## src/tac_pkg.sv

```systemverilog
// Shared constants and codes for the touch affine calibration block.
package tac_pkg;

  localparam int OUT_W      = 12;
  localparam int RAW_W      = 12;
  localparam int FUNC_W     = 1;
  localparam int SIZE_W     = 13;
  localparam int ROT_W      = 2;
  localparam int REF_W      = 48;
  localparam int COEF_W     = 32;
  localparam int CFG_DATA_W = 64;
  localparam int CFG_ADDR_W = 6;
  localparam int CFG_IDX_W  = 3;

  localparam logic [FUNC_W-1:0] FUNC_MAP   = 1'b0;
  localparam logic [FUNC_W-1:0] FUNC_SOLVE = 1'b1;

  localparam logic [CFG_IDX_W-1:0] REG_TOP_LEFT     = 3'd0;
  localparam logic [CFG_IDX_W-1:0] REG_TOP_RIGHT    = 3'd1;
  localparam logic [CFG_IDX_W-1:0] REG_BOTTOM_LEFT  = 3'd2;
  localparam logic [CFG_IDX_W-1:0] REG_SCREEN_WIDTH = 3'd3;
  localparam logic [CFG_IDX_W-1:0] REG_SCREEN_HEIGHT = 3'd4;
  localparam logic [CFG_IDX_W-1:0] REG_FALLBACK_ROT = 3'd5;

  localparam logic [ROT_W-1:0] ROT_0   = 2'd0;
  localparam logic [ROT_W-1:0] ROT_90  = 2'd1;
  localparam logic [ROT_W-1:0] ROT_180 = 2'd2;
  localparam logic [ROT_W-1:0] ROT_270 = 2'd3;

  localparam logic [SIZE_W-1:0] WIDTH_RESET  = 13'd320;
  localparam logic [SIZE_W-1:0] HEIGHT_RESET = 13'd240;
  localparam logic [ROT_W-1:0]  ROT_RESET    = ROT_270;

endpackage

```

## src/tac_if.sv

```systemverilog
// Valid/ready channel interfaces for touch items and mapped results.
interface tac_in_if;
  import tac_pkg::*;
  logic              valid;
  logic              ready;
  logic [FUNC_W-1:0] func;
  logic [RAW_W-1:0]  raw_x;
  logic [RAW_W-1:0]  raw_y;
  modport source (output valid, func, raw_x, raw_y, input ready);
  modport sink   (input valid, func, raw_x, raw_y, output ready);
endinterface

interface tac_out_if;
  import tac_pkg::*;
  logic             valid;
  logic             ready;
  logic [OUT_W-1:0] screen_x;
  logic [OUT_W-1:0] screen_y;
  logic             calibrated;
  modport source (output valid, screen_x, screen_y, calibrated, input ready);
  modport sink   (input valid, screen_x, screen_y, calibrated, output ready);
endinterface

```

## src/tac_div.sv

```systemverilog
// Restoring signed divider, one quotient bit per cycle, saturating quotient.
module tac_div #(
  parameter int NUM_W = 43,
  parameter int DEN_W = 27
) (
  input  logic                            clk,
  input  logic                            rst_n,
  input  logic                            start,
  input  logic signed [NUM_W-1:0]         num,
  input  logic signed [DEN_W-1:0]         den,
  output logic                            done,
  output logic signed [tac_pkg::COEF_W-1:0] quo
);
  import tac_pkg::*;

  localparam int CNT_W = $clog2(NUM_W + 1);

  logic             busy_r, busy_nxt;
  logic             done_r, done_nxt;
  logic [CNT_W-1:0] cnt_r, cnt_nxt;
  logic [DEN_W-1:0] rem_r, rem_nxt;
  logic [DEN_W-1:0] dmag_r, dmag_nxt;
  logic [NUM_W-1:0] quo_r, quo_nxt;
  logic             neg_r, neg_nxt;

  logic [DEN_W+1:0] trial;
  logic [NUM_W-1:0] quo_twos;
  logic             ovf_pos, ovf_neg;

  assign trial = {1'b0, rem_r, quo_r[NUM_W-1]} - {2'b00, dmag_r};

  always_comb begin
    busy_nxt = busy_r;
    done_nxt = 1'b0;
    cnt_nxt  = cnt_r;
    rem_nxt  = rem_r;
    dmag_nxt = dmag_r;
    quo_nxt  = quo_r;
    neg_nxt  = neg_r;
    if (start) begin
      busy_nxt = 1'b1;
      cnt_nxt  = CNT_W'(NUM_W);
      rem_nxt  = '0;
      dmag_nxt = den[DEN_W-1] ? DEN_W'(-den) : DEN_W'(den);
      quo_nxt  = num[NUM_W-1] ? NUM_W'(-num) : NUM_W'(num);
      neg_nxt  = num[NUM_W-1] ^ den[DEN_W-1];
    end else if (busy_r) begin
      if (!trial[DEN_W+1]) begin
        rem_nxt = trial[DEN_W-1:0];
        quo_nxt = {quo_r[NUM_W-2:0], 1'b1};
      end else begin
        rem_nxt = {rem_r[DEN_W-2:0], quo_r[NUM_W-1]};
        quo_nxt = {quo_r[NUM_W-2:0], 1'b0};
      end
      cnt_nxt = cnt_r - 1'b1;
      if (cnt_r == CNT_W'(1)) begin
        busy_nxt = 1'b0;
        done_nxt = 1'b1;
      end
    end
  end

  always_ff @(posedge clk) begin
    if (!rst_n) begin
      busy_r <= 1'b0;
      done_r <= 1'b0;
      cnt_r  <= '0;
    end else begin
      busy_r <= busy_nxt;
      done_r <= done_nxt;
      cnt_r  <= cnt_nxt;
    end
    rem_r  <= rem_nxt;
    dmag_r <= dmag_nxt;
    quo_r  <= quo_nxt;
    neg_r  <= neg_nxt;
  end

  assign quo_twos = -quo_r;
  assign ovf_pos  = |quo_r[NUM_W-1:COEF_W-1];
  assign ovf_neg  = (|quo_r[NUM_W-1:COEF_W]) || (quo_r[COEF_W-1] && (|quo_r[COEF_W-2:0]));

  always_comb begin
    if (neg_r) begin
      quo = ovf_neg ? {1'b1, {(COEF_W-1){1'b0}}} : quo_twos[COEF_W-1:0];
    end else begin
      quo = ovf_pos ? {1'b0, {(COEF_W-1){1'b1}}} : quo_r[COEF_W-1:0];
    end
  end

  assign done = done_r;

endmodule

```

## src/touch_affine_calibration.sv

```systemverilog
// Top level: three-point affine touch calibration with rotation fallback.
// Uncalibrated map item: result presented in the cycle after accept. Calibrated map item:
// computed through the shared multiply-accumulate unit. Solve item: runs the multiply-accumulate
// unit and the shared divider, which produces one quotient bit a cycle.
// One item at a time; the next item is taken once the result has been delivered.
// Synchronous reset restores register defaults, clears all six coefficients and the valid flag.
module touch_affine_calibration #(
  parameter int COORD_BITS = 12,
  parameter int FRAC_BITS  = 16,
  parameter int RAW_WIDTH  = 240,
  parameter int RAW_HEIGHT = 320
) (
  input  logic                             clk,
  input  logic                             rst_n,
  tac_in_if.sink                           in_ch,
  tac_out_if.source                        out_ch,
  input  logic                             psel,
  input  logic                             penable,
  input  logic                             pwrite,
  input  logic [tac_pkg::CFG_ADDR_W-1:0]   paddr,
  input  logic [tac_pkg::CFG_DATA_W-1:0]   pwdata,
  output logic [tac_pkg::CFG_DATA_W-1:0]   prdata,
  output logic                             pready
);
  import tac_pkg::*;

  localparam int CW     = COORD_BITS;
  localparam int BW     = ((CW > RAW_W) ? CW : RAW_W) + 2;
  localparam int PW     = COEF_W + BW;
  localparam int ACC_W  = PW + 2;
  localparam int DW     = 2 * CW + 3;
  localparam int NUMW   = ((DW + FRAC_BITS) > 34) ? (DW + FRAC_BITS) : 34;
  localparam int FB_W   = RAW_W + 2;
  localparam logic signed [COEF_W-1:0] ONE_Q  = COEF_W'(1) << FRAC_BITS;
  localparam logic        [ACC_W-1:0]  HALF_Q = ACC_W'(1) << (FRAC_BITS - 1);

  typedef enum logic [4:0] {
    S_IDLE = 5'b00001,
    S_MUL  = 5'b00010,
    S_ACC  = 5'b00100,
    S_DIV  = 5'b01000,
    S_POST = 5'b10000
  } state_t;

  typedef enum logic [2:0] {
    JOB_D,
    JOB_A,
    JOB_B,
    JOB_C,
    JOB_M
  } job_t;

  // configuration registers
  logic [REF_W-1:0]  ref_tl_r, ref_tr_r, ref_bl_r;
  logic [SIZE_W-1:0] width_r, height_r;
  logic [ROT_W-1:0]  rot_r;

  logic                 cfg_wr;
  logic [CFG_IDX_W-1:0] cfg_idx;

  assign pready  = 1'b1;
  assign cfg_wr  = psel && penable && pwrite;
  assign cfg_idx = paddr[CFG_ADDR_W-1:3];

  always_ff @(posedge clk) begin
    if (!rst_n) begin
      ref_tl_r <= '0;
      ref_tr_r <= '0;
      ref_bl_r <= '0;
      width_r  <= WIDTH_RESET;
      height_r <= HEIGHT_RESET;
      rot_r    <= ROT_RESET;
    end else if (cfg_wr) begin
      unique case (cfg_idx)
        REG_TOP_LEFT:      ref_tl_r <= pwdata[REF_W-1:0];
        REG_TOP_RIGHT:     ref_tr_r <= pwdata[REF_W-1:0];
        REG_BOTTOM_LEFT:   ref_bl_r <= pwdata[REF_W-1:0];
        REG_SCREEN_WIDTH:  width_r  <= pwdata[SIZE_W-1:0];
        REG_SCREEN_HEIGHT: height_r <= pwdata[SIZE_W-1:0];
        REG_FALLBACK_ROT:  rot_r    <= pwdata[ROT_W-1:0];
        default: ;
      endcase
    end
  end

  always_comb begin
    unique case (cfg_idx)
      REG_TOP_LEFT:      prdata = CFG_DATA_W'(ref_tl_r);
      REG_TOP_RIGHT:     prdata = CFG_DATA_W'(ref_tr_r);
      REG_BOTTOM_LEFT:   prdata = CFG_DATA_W'(ref_bl_r);
      REG_SCREEN_WIDTH:  prdata = CFG_DATA_W'(width_r);
      REG_SCREEN_HEIGHT: prdata = CFG_DATA_W'(height_r);
      REG_FALLBACK_ROT:  prdata = CFG_DATA_W'(rot_r);
      default:           prdata = '0;
    endcase
  end

  function automatic logic [CW-1:0] ref_field(input logic [REF_W-1:0] r, input int k);
    logic [63:0] w;
    w = 64'(r) >> (k * CW);
    return w[CW-1:0];
  endfunction

  function automatic logic [OUT_W-1:0] clamp_lim(input logic [SIZE_W-1:0] size);
    logic [SIZE_W-1:0] m1;
    m1 = size - 1'b1;
    if (size == '0) begin
      return '0;
    end else if (m1[SIZE_W-1]) begin
      return {OUT_W{1'b1}};
    end else begin
      return m1[OUT_W-1:0];
    end
  endfunction

  function automatic logic [OUT_W-1:0] clamp_fb(input logic signed [FB_W-1:0] v,
                                                input logic [OUT_W-1:0] lim);
    if (v < 0) begin
      return '0;
    end else if (v > $signed({2'b00, lim})) begin
      return lim;
    end else begin
      return v[OUT_W-1:0];
    end
  endfunction

  // reference geometry
  logic [CW-1:0]        x0, y0, x1, y1, x2, y2, s0, s1, s2;
  logic signed [CW:0]   dx1, dy1, dx2, dy2, ds1, ds2;
  logic [OUT_W-1:0]     lim_x, lim_y, lim_axis;

  state_t                   state_r, state_nxt;
  job_t                     job_r, job_nxt;
  logic                     axis_r, axis_nxt;
  logic [1:0]               term_r, term_nxt;
  logic [RAW_W-1:0]         rx_r, rx_nxt, ry_r, ry_nxt;
  logic signed [PW-1:0]     prod_r, prod_nxt;
  logic signed [ACC_W-1:0]  acc_r, acc_nxt;
  logic signed [DW-1:0]     d_r, d_nxt;
  logic signed [COEF_W-1:0] coef_r [6];
  logic                     valid_r, valid_nxt;
  logic                     out_valid_r, out_valid_nxt;
  logic [OUT_W-1:0]         out_x_r, out_x_nxt, out_y_r, out_y_nxt;
  logic                     out_cal_r, out_cal_nxt;

  logic                     coef_we, coef_clr;
  logic [2:0]               coef_widx;
  logic signed [COEF_W-1:0] coef_wdata;

  logic signed [COEF_W-1:0] op_a;
  logic signed [BW-1:0]     op_b;
  logic                     sub;
  logic [2:0]               coef_base, cidx;
  logic [1:0]               tsel;
  logic                     last_term;

  logic                     div_start, div_done;
  logic signed [NUMW-1:0]   div_num;
  logic signed [COEF_W-1:0] div_quo;

  logic [ACC_W-1:0]         rnd_u, rnd_q;
  logic [OUT_W-1:0]         map_val;
  logic                     c_ovf;
  logic signed [COEF_W-1:0] c_sat;

  logic                     in_acc;
  logic signed [FB_W-1:0]   rx_s, ry_s, px, py;

  assign x0 = ref_field(ref_tl_r, 0);
  assign y0 = ref_field(ref_tl_r, 1);
  assign x1 = ref_field(ref_tr_r, 0);
  assign y1 = ref_field(ref_tr_r, 1);
  assign x2 = ref_field(ref_bl_r, 0);
  assign y2 = ref_field(ref_bl_r, 1);
  assign s0 = axis_r ? ref_field(ref_tl_r, 3) : ref_field(ref_tl_r, 2);
  assign s1 = axis_r ? ref_field(ref_tr_r, 3) : ref_field(ref_tr_r, 2);
  assign s2 = axis_r ? ref_field(ref_bl_r, 3) : ref_field(ref_bl_r, 2);

  assign dx1 = $signed({1'b0, x1}) - $signed({1'b0, x0});
  assign dy1 = $signed({1'b0, y1}) - $signed({1'b0, y0});
  assign dx2 = $signed({1'b0, x2}) - $signed({1'b0, x0});
  assign dy2 = $signed({1'b0, y2}) - $signed({1'b0, y0});
  assign ds1 = $signed({1'b0, s1}) - $signed({1'b0, s0});
  assign ds2 = $signed({1'b0, s2}) - $signed({1'b0, s0});

  assign lim_x    = clamp_lim(width_r);
  assign lim_y    = clamp_lim(height_r);
  assign lim_axis = axis_r ? lim_y : lim_x;

  // operand selection for the shared multiplier
  assign coef_base = axis_r ? 3'd3 : 3'd0;
  assign tsel      = (job_r == JOB_C) ? ((term_r == 2'd2) ? 2'd1 : 2'd0) : term_r;
  assign cidx      = coef_base + {1'b0, tsel};
  assign last_term = (job_r == JOB_C || job_r == JOB_M) ? (term_r == 2'd2) : (term_r == 2'd1);

  always_comb begin
    op_a = '0;
    op_b = '0;
    sub  = 1'b0;
    unique case (job_r)
      JOB_D: begin
        if (term_r == 2'd0) begin
          op_a = COEF_W'(dx1);
          op_b = BW'(dy2);
        end else begin
          op_a = COEF_W'(dx2);
          op_b = BW'(dy1);
          sub  = 1'b1;
        end
      end
      JOB_A: begin
        if (term_r == 2'd0) begin
          op_a = COEF_W'(ds1);
          op_b = BW'(dy2);
        end else begin
          op_a = COEF_W'(ds2);
          op_b = BW'(dy1);
          sub  = 1'b1;
        end
      end
      JOB_B: begin
        if (term_r == 2'd0) begin
          op_a = COEF_W'(dx1);
          op_b = BW'(ds2);
        end else begin
          op_a = COEF_W'(dx2);
          op_b = BW'(ds1);
          sub  = 1'b1;
        end
      end
      JOB_C: begin
        case (term_r)
          2'd0: begin
            op_a = ONE_Q;
            op_b = $signed(BW'(s0));
          end
          2'd1: begin
            op_a = coef_r[cidx];
            op_b = $signed(BW'(x0));
            sub  = 1'b1;
          end
          default: begin
            op_a = coef_r[cidx];
            op_b = $signed(BW'(y0));
            sub  = 1'b1;
          end
        endcase
      end
      JOB_M: begin
        op_a = coef_r[cidx];
        case (term_r)
          2'd0:    op_b = $signed(BW'(rx_r));
          2'd1:    op_b = $signed(BW'(ry_r));
          default: op_b = BW'(1);
        endcase
      end
      default: ;
    endcase
  end

  assign prod_nxt = op_a * op_b;

  // rounding and clamping of a mapped axis
  assign rnd_u = $unsigned(acc_r) + HALF_Q;
  assign rnd_q = rnd_u >> FRAC_BITS;

  always_comb begin
    if (acc_r[ACC_W-1]) begin
      map_val = '0;
    end else if (rnd_q > ACC_W'(lim_axis)) begin
      map_val = lim_axis;
    end else begin
      map_val = rnd_q[OUT_W-1:0];
    end
  end

  assign c_ovf = ~((&acc_r[ACC_W-1:COEF_W-1]) | ~(|acc_r[ACC_W-1:COEF_W-1]));
  assign c_sat = c_ovf ? (acc_r[ACC_W-1] ? {1'b1, {(COEF_W-1){1'b0}}}
                                         : {1'b0, {(COEF_W-1){1'b1}}})
                       : acc_r[COEF_W-1:0];

  // rotation fallback
  assign rx_s = $signed({2'b00, in_ch.raw_x});
  assign ry_s = $signed({2'b00, in_ch.raw_y});

  always_comb begin
    case (rot_r)
      ROT_90: begin
        px = ry_s;
        py = FB_W'(RAW_WIDTH - 1) - rx_s;
      end
      ROT_180: begin
        px = FB_W'(RAW_WIDTH - 1) - rx_s;
        py = FB_W'(RAW_HEIGHT - 1) - ry_s;
      end
      ROT_270: begin
        px = FB_W'(RAW_HEIGHT - 1) - ry_s;
        py = rx_s;
      end
      default: begin
        px = rx_s;
        py = ry_s;
      end
    endcase
  end

  assign div_num   = NUMW'(acc_r) <<< FRAC_BITS;
  assign div_start = (state_r == S_POST) && (job_r == JOB_A || job_r == JOB_B);

  tac_div #(
    .NUM_W (NUMW),
    .DEN_W (DW)
  ) u_div (
    .clk   (clk),
    .rst_n (rst_n),
    .start (div_start),
    .num   (div_num),
    .den   (d_r),
    .done  (div_done),
    .quo   (div_quo)
  );

  assign in_acc      = in_ch.valid && in_ch.ready;
  assign in_ch.ready = (state_r == S_IDLE) && !out_valid_r;

  // sequencer
  always_comb begin
    state_nxt     = state_r;
    job_nxt       = job_r;
    axis_nxt      = axis_r;
    term_nxt      = term_r;
    rx_nxt        = rx_r;
    ry_nxt        = ry_r;
    acc_nxt       = acc_r;
    d_nxt         = d_r;
    valid_nxt     = valid_r;
    out_valid_nxt = out_valid_r;
    out_x_nxt     = out_x_r;
    out_y_nxt     = out_y_r;
    out_cal_nxt   = out_cal_r;
    coef_we       = 1'b0;
    coef_clr      = 1'b0;
    coef_widx     = coef_base;
    coef_wdata    = c_sat;

    if (out_valid_r && out_ch.ready) begin
      out_valid_nxt = 1'b0;
    end

    unique case (state_r)
      S_IDLE: begin
        if (in_acc) begin
          rx_nxt   = in_ch.raw_x;
          ry_nxt   = in_ch.raw_y;
          axis_nxt = 1'b0;
          term_nxt = 2'd0;
          if (in_ch.func == FUNC_SOLVE) begin
            job_nxt   = JOB_D;
            state_nxt = S_MUL;
          end else if (valid_r) begin
            job_nxt   = JOB_M;
            state_nxt = S_MUL;
          end else begin
            out_x_nxt     = clamp_fb(px, lim_x);
            out_y_nxt     = clamp_fb(py, lim_y);
            out_cal_nxt   = 1'b0;
            out_valid_nxt = 1'b1;
          end
        end
      end
      S_MUL: begin
        state_nxt = S_ACC;
      end
      S_ACC: begin
        if (term_r == 2'd0) begin
          acc_nxt = sub ? -ACC_W'(prod_r) : ACC_W'(prod_r);
        end else begin
          acc_nxt = sub ? acc_r - ACC_W'(prod_r) : acc_r + ACC_W'(prod_r);
        end
        if (last_term) begin
          state_nxt = S_POST;
        end else begin
          term_nxt  = term_r + 2'd1;
          state_nxt = S_MUL;
        end
      end
      S_POST: begin
        term_nxt = 2'd0;
        unique case (job_r)
          JOB_D: begin
            if (acc_r == '0) begin
              coef_clr      = 1'b1;
              valid_nxt     = 1'b0;
              out_x_nxt     = '0;
              out_y_nxt     = '0;
              out_cal_nxt   = 1'b0;
              out_valid_nxt = 1'b1;
              state_nxt     = S_IDLE;
            end else begin
              d_nxt     = DW'(acc_r);
              job_nxt   = JOB_A;
              state_nxt = S_MUL;
            end
          end
          JOB_A, JOB_B: begin
            state_nxt = S_DIV;
          end
          JOB_C: begin
            coef_we   = 1'b1;
            coef_widx = coef_base + 3'd2;
            if (!axis_r) begin
              axis_nxt  = 1'b1;
              job_nxt   = JOB_A;
              state_nxt = S_MUL;
            end else begin
              valid_nxt     = 1'b1;
              out_x_nxt     = '0;
              out_y_nxt     = '0;
              out_cal_nxt   = 1'b1;
              out_valid_nxt = 1'b1;
              state_nxt     = S_IDLE;
            end
          end
          JOB_M: begin
            if (!axis_r) begin
              out_x_nxt = map_val;
              axis_nxt  = 1'b1;
              state_nxt = S_MUL;
            end else begin
              out_y_nxt     = map_val;
              out_cal_nxt   = 1'b1;
              out_valid_nxt = 1'b1;
              state_nxt     = S_IDLE;
            end
          end
          default: state_nxt = S_IDLE;
        endcase
      end
      S_DIV: begin
        if (div_done) begin
          coef_we    = 1'b1;
          coef_wdata = div_quo;
          term_nxt   = 2'd0;
          state_nxt  = S_MUL;
          if (job_r == JOB_A) begin
            coef_widx = coef_base;
            job_nxt   = JOB_B;
          end else begin
            coef_widx = coef_base + 3'd1;
            job_nxt   = JOB_C;
          end
        end
      end
      default: state_nxt = S_IDLE;
    endcase
  end

  always_ff @(posedge clk) begin
    if (!rst_n) begin
      state_r     <= S_IDLE;
      job_r       <= JOB_D;
      axis_r      <= 1'b0;
      term_r      <= 2'd0;
      valid_r     <= 1'b0;
      out_valid_r <= 1'b0;
      for (int i = 0; i < 6; i++) begin
        coef_r[i] <= '0;
      end
    end else begin
      state_r     <= state_nxt;
      job_r       <= job_nxt;
      axis_r      <= axis_nxt;
      term_r      <= term_nxt;
      valid_r     <= valid_nxt;
      out_valid_r <= out_valid_nxt;
      if (coef_clr) begin
        for (int i = 0; i < 6; i++) begin
          coef_r[i] <= '0;
        end
      end else if (coef_we) begin
        coef_r[coef_widx] <= coef_wdata;
      end
    end
    rx_r      <= rx_nxt;
    ry_r      <= ry_nxt;
    prod_r    <= prod_nxt;
    acc_r     <= acc_nxt;
    d_r       <= d_nxt;
    out_x_r   <= out_x_nxt;
    out_y_r   <= out_y_nxt;
    out_cal_r <= out_cal_nxt;
  end

  assign out_ch.valid      = out_valid_r;
  assign out_ch.screen_x   = out_x_r;
  assign out_ch.screen_y   = out_y_r;
  assign out_ch.calibrated = out_cal_r;

endmodule

```

## src/flat_wrapper.sv

```systemverilog
// flat-port wrapper written by rule: the top's interface ports become plain ports
module touch_affine_calibration_flat import tac_pkg::*;
#(
  parameter int COORD_BITS = 12,
  parameter int FRAC_BITS  = 16,
  parameter int RAW_WIDTH  = 240,
  parameter int RAW_HEIGHT = 320
)
  (clk, rst_n, psel, penable, pwrite, paddr, pwdata, prdata, pready, in_ch_valid, in_ch_func, in_ch_raw_x, in_ch_raw_y, in_ch_ready, out_ch_valid, out_ch_screen_x, out_ch_screen_y, out_ch_calibrated, out_ch_ready);
  tac_in_if in_ch_i ();
  tac_out_if out_ch_i ();
  input  logic clk;
  input  logic rst_n;
  input  logic psel;
  input  logic penable;
  input  logic pwrite;
  input  logic [tac_pkg::CFG_ADDR_W-1:0] paddr;
  input  logic [tac_pkg::CFG_DATA_W-1:0] pwdata;
  output logic [tac_pkg::CFG_DATA_W-1:0] prdata;
  output logic pready;
  input wire logic [$bits(in_ch_i.valid)-1:0] in_ch_valid;
  input wire logic [$bits(in_ch_i.func)-1:0] in_ch_func;
  input wire logic [$bits(in_ch_i.raw_x)-1:0] in_ch_raw_x;
  input wire logic [$bits(in_ch_i.raw_y)-1:0] in_ch_raw_y;
  output wire logic [$bits(in_ch_i.ready)-1:0] in_ch_ready;
  output wire logic [$bits(out_ch_i.valid)-1:0] out_ch_valid;
  output wire logic [$bits(out_ch_i.screen_x)-1:0] out_ch_screen_x;
  output wire logic [$bits(out_ch_i.screen_y)-1:0] out_ch_screen_y;
  output wire logic [$bits(out_ch_i.calibrated)-1:0] out_ch_calibrated;
  input wire logic [$bits(out_ch_i.ready)-1:0] out_ch_ready;
  assign in_ch_i.valid = in_ch_valid;
  assign in_ch_i.func = in_ch_func;
  assign in_ch_i.raw_x = in_ch_raw_x;
  assign in_ch_i.raw_y = in_ch_raw_y;
  assign in_ch_ready = in_ch_i.ready;
  assign out_ch_valid = out_ch_i.valid;
  assign out_ch_screen_x = out_ch_i.screen_x;
  assign out_ch_screen_y = out_ch_i.screen_y;
  assign out_ch_calibrated = out_ch_i.calibrated;
  assign out_ch_i.ready = out_ch_ready;
  touch_affine_calibration #(.COORD_BITS(COORD_BITS), .FRAC_BITS(FRAC_BITS), .RAW_WIDTH(RAW_WIDTH), .RAW_HEIGHT(RAW_HEIGHT)) u_core (.clk(clk), .rst_n(rst_n), .in_ch(in_ch_i), .out_ch(out_ch_i), .psel(psel), .penable(penable), .pwrite(pwrite), .paddr(paddr), .pwdata(pwdata), .prdata(prdata), .pready(pready));
endmodule
```

## config.mk

```make
export PLATFORM = sky130hd
export DESIGN_NAME = touch_affine_calibration_flat
export DESIGN_NICKNAME = d
export VERILOG_FILES = /design/src/tac_pkg.sv /design/src/tac_if.sv /design/src/tac_div.sv /design/src/touch_affine_calibration.sv /design/src/flat_wrapper.sv
export SDC_FILE = /design/constraint.sdc
export NUM_CORES = 2
export LEC_CHECK = 0
export ABC_AREA = 1
export CORE_MARGIN = 3
export CORE_UTILIZATION = 35
export CTS_BUF_LIST = sky130_fd_sc_hd__clkbuf_8
export DETAILED_ROUTE_END_ITERATION = 10
export DONT_BUFFER_PORTS = 1
export PLACE_DENSITY_LB_ADDON = 0.12
export SLEW_MARGIN = 20
export SYNTH_ARGS = -nofsm -noshare
export SYNTH_HDL_FRONTEND = slang
export SYNTH_SLANG_ARGS = --single-unit
```

## constraint.sdc

```tcl
create_clock -name clk -period 8.8 [get_ports clk]
set_input_delay 0.44 -clock clk [delete_from_list [all_inputs] [get_ports clk]]
set_output_delay 0.44 -clock clk [all_outputs]
set_load 0.02 [all_outputs]
```

==> run summary <==
Vias: 55,000
Achievable Freq: 119 MHz
Final ANT Viol Nets: 0
Run status: finished, violations left
Drt wl/cell: 21.1 um
Sequential area share after synthesis: 0.312
All-Layer GR Usage: 0.248
Largest net degree at the start of global routing: 174
Hold Crit Class: input port to flop
Share of cells above drive strength 1: 0.0951
# rows: 152
Seq. cell area: 18,900 um^2
Slew margin rel.: 0.252
Sequential fraction of design power: 0.177
Worst-Margin Slew: 1.12 ns
Post-Route WL: 225,000 um
Critical path arrival: 9.18 ns
Die height: 422 um
Sw frac: 0.471
Crit start category: flop
Static leakage: 31.6 nW
Syn-to-layout area delta: 14.7%
Root Buffer: clkbuf_8
Port-buffer cells: 0
Number of synthesized register bits: 717
First-pass GRT wire length: 339,000 um
Vias in the first global route: 54,000
Net total in the final layout: 9,021
Pwr Total: 0.0237 W
Most frequent cell after synthesis: nand2_1
Largest stage delay, worst path: 0.59 ns
CP most frequent cell: inv_1
Slowest CP cell: fa_2
Gate power share: 0.681
Critical Path End Type: flop
Failing checks: hold timing
Post-synth top area share: 0.224
Non-Filler Instances: 10,600
Warnings, synthesis: 0
Gr ovfl total: 0
CTS tree: built
Hold Vio Cnt, Final: 1
Asr flop ratio synth: 0
Post-route DRC: 0
Area of the multi-input gates: 36,100 um^2
PwrDens: 342 nW/um^2
Minimum clock period: 8.40 ns
Critical Path RT: 9.58 ns
Core area: 172,000 um^2
Clock power frac: 0.141
Hold Slack: -0.000901 ns
Initial Util: 0.353
Int Power: 0.0126 W
FILL cells: 17,900
VDD IR max: 350 uV
Netlist Area Pre-Place: 60,600 um^2
Pins Over Slew Limit: 0
Clk_lat worst skew: 0.94 ns
Top Ports: 194
Final Skew: 0.0933 ns
DP Cell Count: 10,300
CP max FO: 20
H-tree depth: 4
Top cells by area, synth: edfxtp_1 22%, fa_1 14%, nand2_1 9.3%
R2R setup slack: 0.40 ns
Die ar.: 178,000 um^2
Total of max-cap violations: 0
Post-Synthesis Cells: 7,901
CTS buffer count: 136
List of most frequent post-synthesis cells: 1,508 x nand2_1, 1,207 x inv_1, 1,119 x nor2_1
Synth Flop Type: edfxtp_1
Vias per inst: 5.17
CTS sink cnt: 717
Antenna violations before repair: 6
Hpwl dp: 174,000 um
Sw Pwr: 0.0112 W
Crit path kind: flop to flop
Die Wd: 422 um
Count of cell types in the netlist: 66
Crit share post-route: 0.955
Final setup viols: 0
DRT Pass-1 Iters: 6
Post-synth EDFFs: 451
Leading area contributor after synthesis: edfxtp_1
Mean cell area of the mapped netlist: 7.67 um^2
Clk pin slew, worst setup/hold paths: 0.06 ns
Initial DRC Count: 4,707
Clock tree buffer depth: 3
GP Congestion: 0.950
## state kept, by name, indices dropped and copies added, names as in the netlist, 13 cells and up
register,cells
u_core.u_div.quo_r,43
u_core.acc_r,48
u_core.u_div.dmag_r,27
u_core.ref_tr_r,48
u_core.width_r,13
u_core.ref_bl_r,48
u_core.d_r,27
u_core.ref_tl_r,48
u_core.coef_r,256
u_core.prod_r,46
u_core.u_div.rem_r,27
u_core.height_r,13
## final timing paths
kind / endpoint / cells past startpoint / start
max reg2reg: u_core.prod_r[41] / 39 / u_core.job_r[1]
max: u_core.prod_r[41] / 39 / u_core.job_r[1]
min reg2reg: u_core.u_div.dmag_r[0] / 0 / u_core.d_r[0]
min: u_core.width_r[4] / 3 / rst_n
## worst max-delay path: cells and delay by family (launching register included)
kind | cells | cell delay (ns)
fa+ha+maj | 9 | 4.19
flops | 1 | 0.33
xor+xnor | 1 | 0.14
simple gates | 9 | 1.31
buf+inv | 13 | 1.25
compound gates | 7 | 1.07
## through the flow
step	setup WS [ns]	cell area, um^2	utilization	TNS (ns)
floorplan	0.0213	60600	-	0
global placement	0.104	65600	0.382	0
detailed placement	0.0884	65600	0.382	0
CTS	0.0342	69100	0.402	0
global route	-0.0125	69400	0.404	-0.0125
finish	0.399	69400	0.404	0
## routing by layer
layer  global-route usage  wire, um  vias up
met5                    0         0        -
met4               0.0653      5460        0
met3               0.0331     12700      265
met2                0.401    104000     1593
met1                0.349    103000    26800
li1                     -         -    26300
## final cells by class
class	instances	area share
clock inverter	91	0.00872
multi-input combinational	5650	0.520
antenna	2	0.0000721
tap	2310	0.0416
sequential	717	0.272
timing repair buffer	485	0.0611
clock buffer	154	0.0305
inverter	1229	0.0666
## placed cells by master, fill, tap and decap left out, types with 11 or more instances in the layout
| cell | count |
|---|---|
| dlygate4sd3_1 | 76 |
| conb_1 | 17 |
| xnor2_1 | 61 |
| nand3_1 | 316 |
| xor2_1 | 185 |
| fa_1 | 416 |
| nor3_2 | 11 |
| ha_1 | 269 |
| clkbuf_8 | 154 |
| nand2_1 | 1495 |
| o22ai_1 | 37 |
| nor3_1 | 80 |
| buf_4 | 376 |
| a21o_1 | 22 |
| a221oi_1 | 23 |
| o21a_1 | 11 |
| nor4_1 | 14 |
| clkinv_1 | 16 |
| o21bai_1 | 23 |
| nand3b_1 | 13 |
| o21ai_1 | 24 |
| nand3_2 | 13 |
| clkinv_2 | 12 |
| inv_1 | 1248 |
| dfxtp_1 | 264 |
| a21oi_2 | 12 |
| o211ai_1 | 57 |
| nor2_1 | 1102 |
| o221ai_1 | 80 |
| inv_2 | 22 |
| o21ai_0 | 687 |
| nor2_2 | 24 |
| buf_12 | 28 |
| nand4_1 | 80 |
| a22o_1 | 12 |
| nand2_2 | 16 |
| a21oi_1 | 359 |
| a31oi_1 | 32 |
| or2_2 | 37 |
| edfxtp_1 | 451 |
## power by group through the flow
stage	Clock (W)	Sequential [W]	Combinational [W]
after floorplan	0	0.00411	0.00900
after global placement	0	0.00428	0.0159
after detailed placement	0	0.00428	0.0159
after CTS	0.00344	0.00421	0.0160
after global routing	0.00359	0.00422	0.0181
final	0.00335	0.00421	0.0162
## cell families after synthesis
logic type | share of synthesized area
mux | 0.00116
fa+ha+maj | 0.197
compound gates | 0.137
simple gates | 0.219
other cells | 0.000124
xor+xnor | 0.0356
buf+inv | 0.0988
flops | 0.312
## timing repair
action	in CTS	in global routing
endpoints found under the setup margin	0	30
endpoints found under the hold margin	224	0
hold buffers	77	0
setup buffers	0	5
resized for setup	0	73
Note: power is estimated with default switching activity, not from simulation.
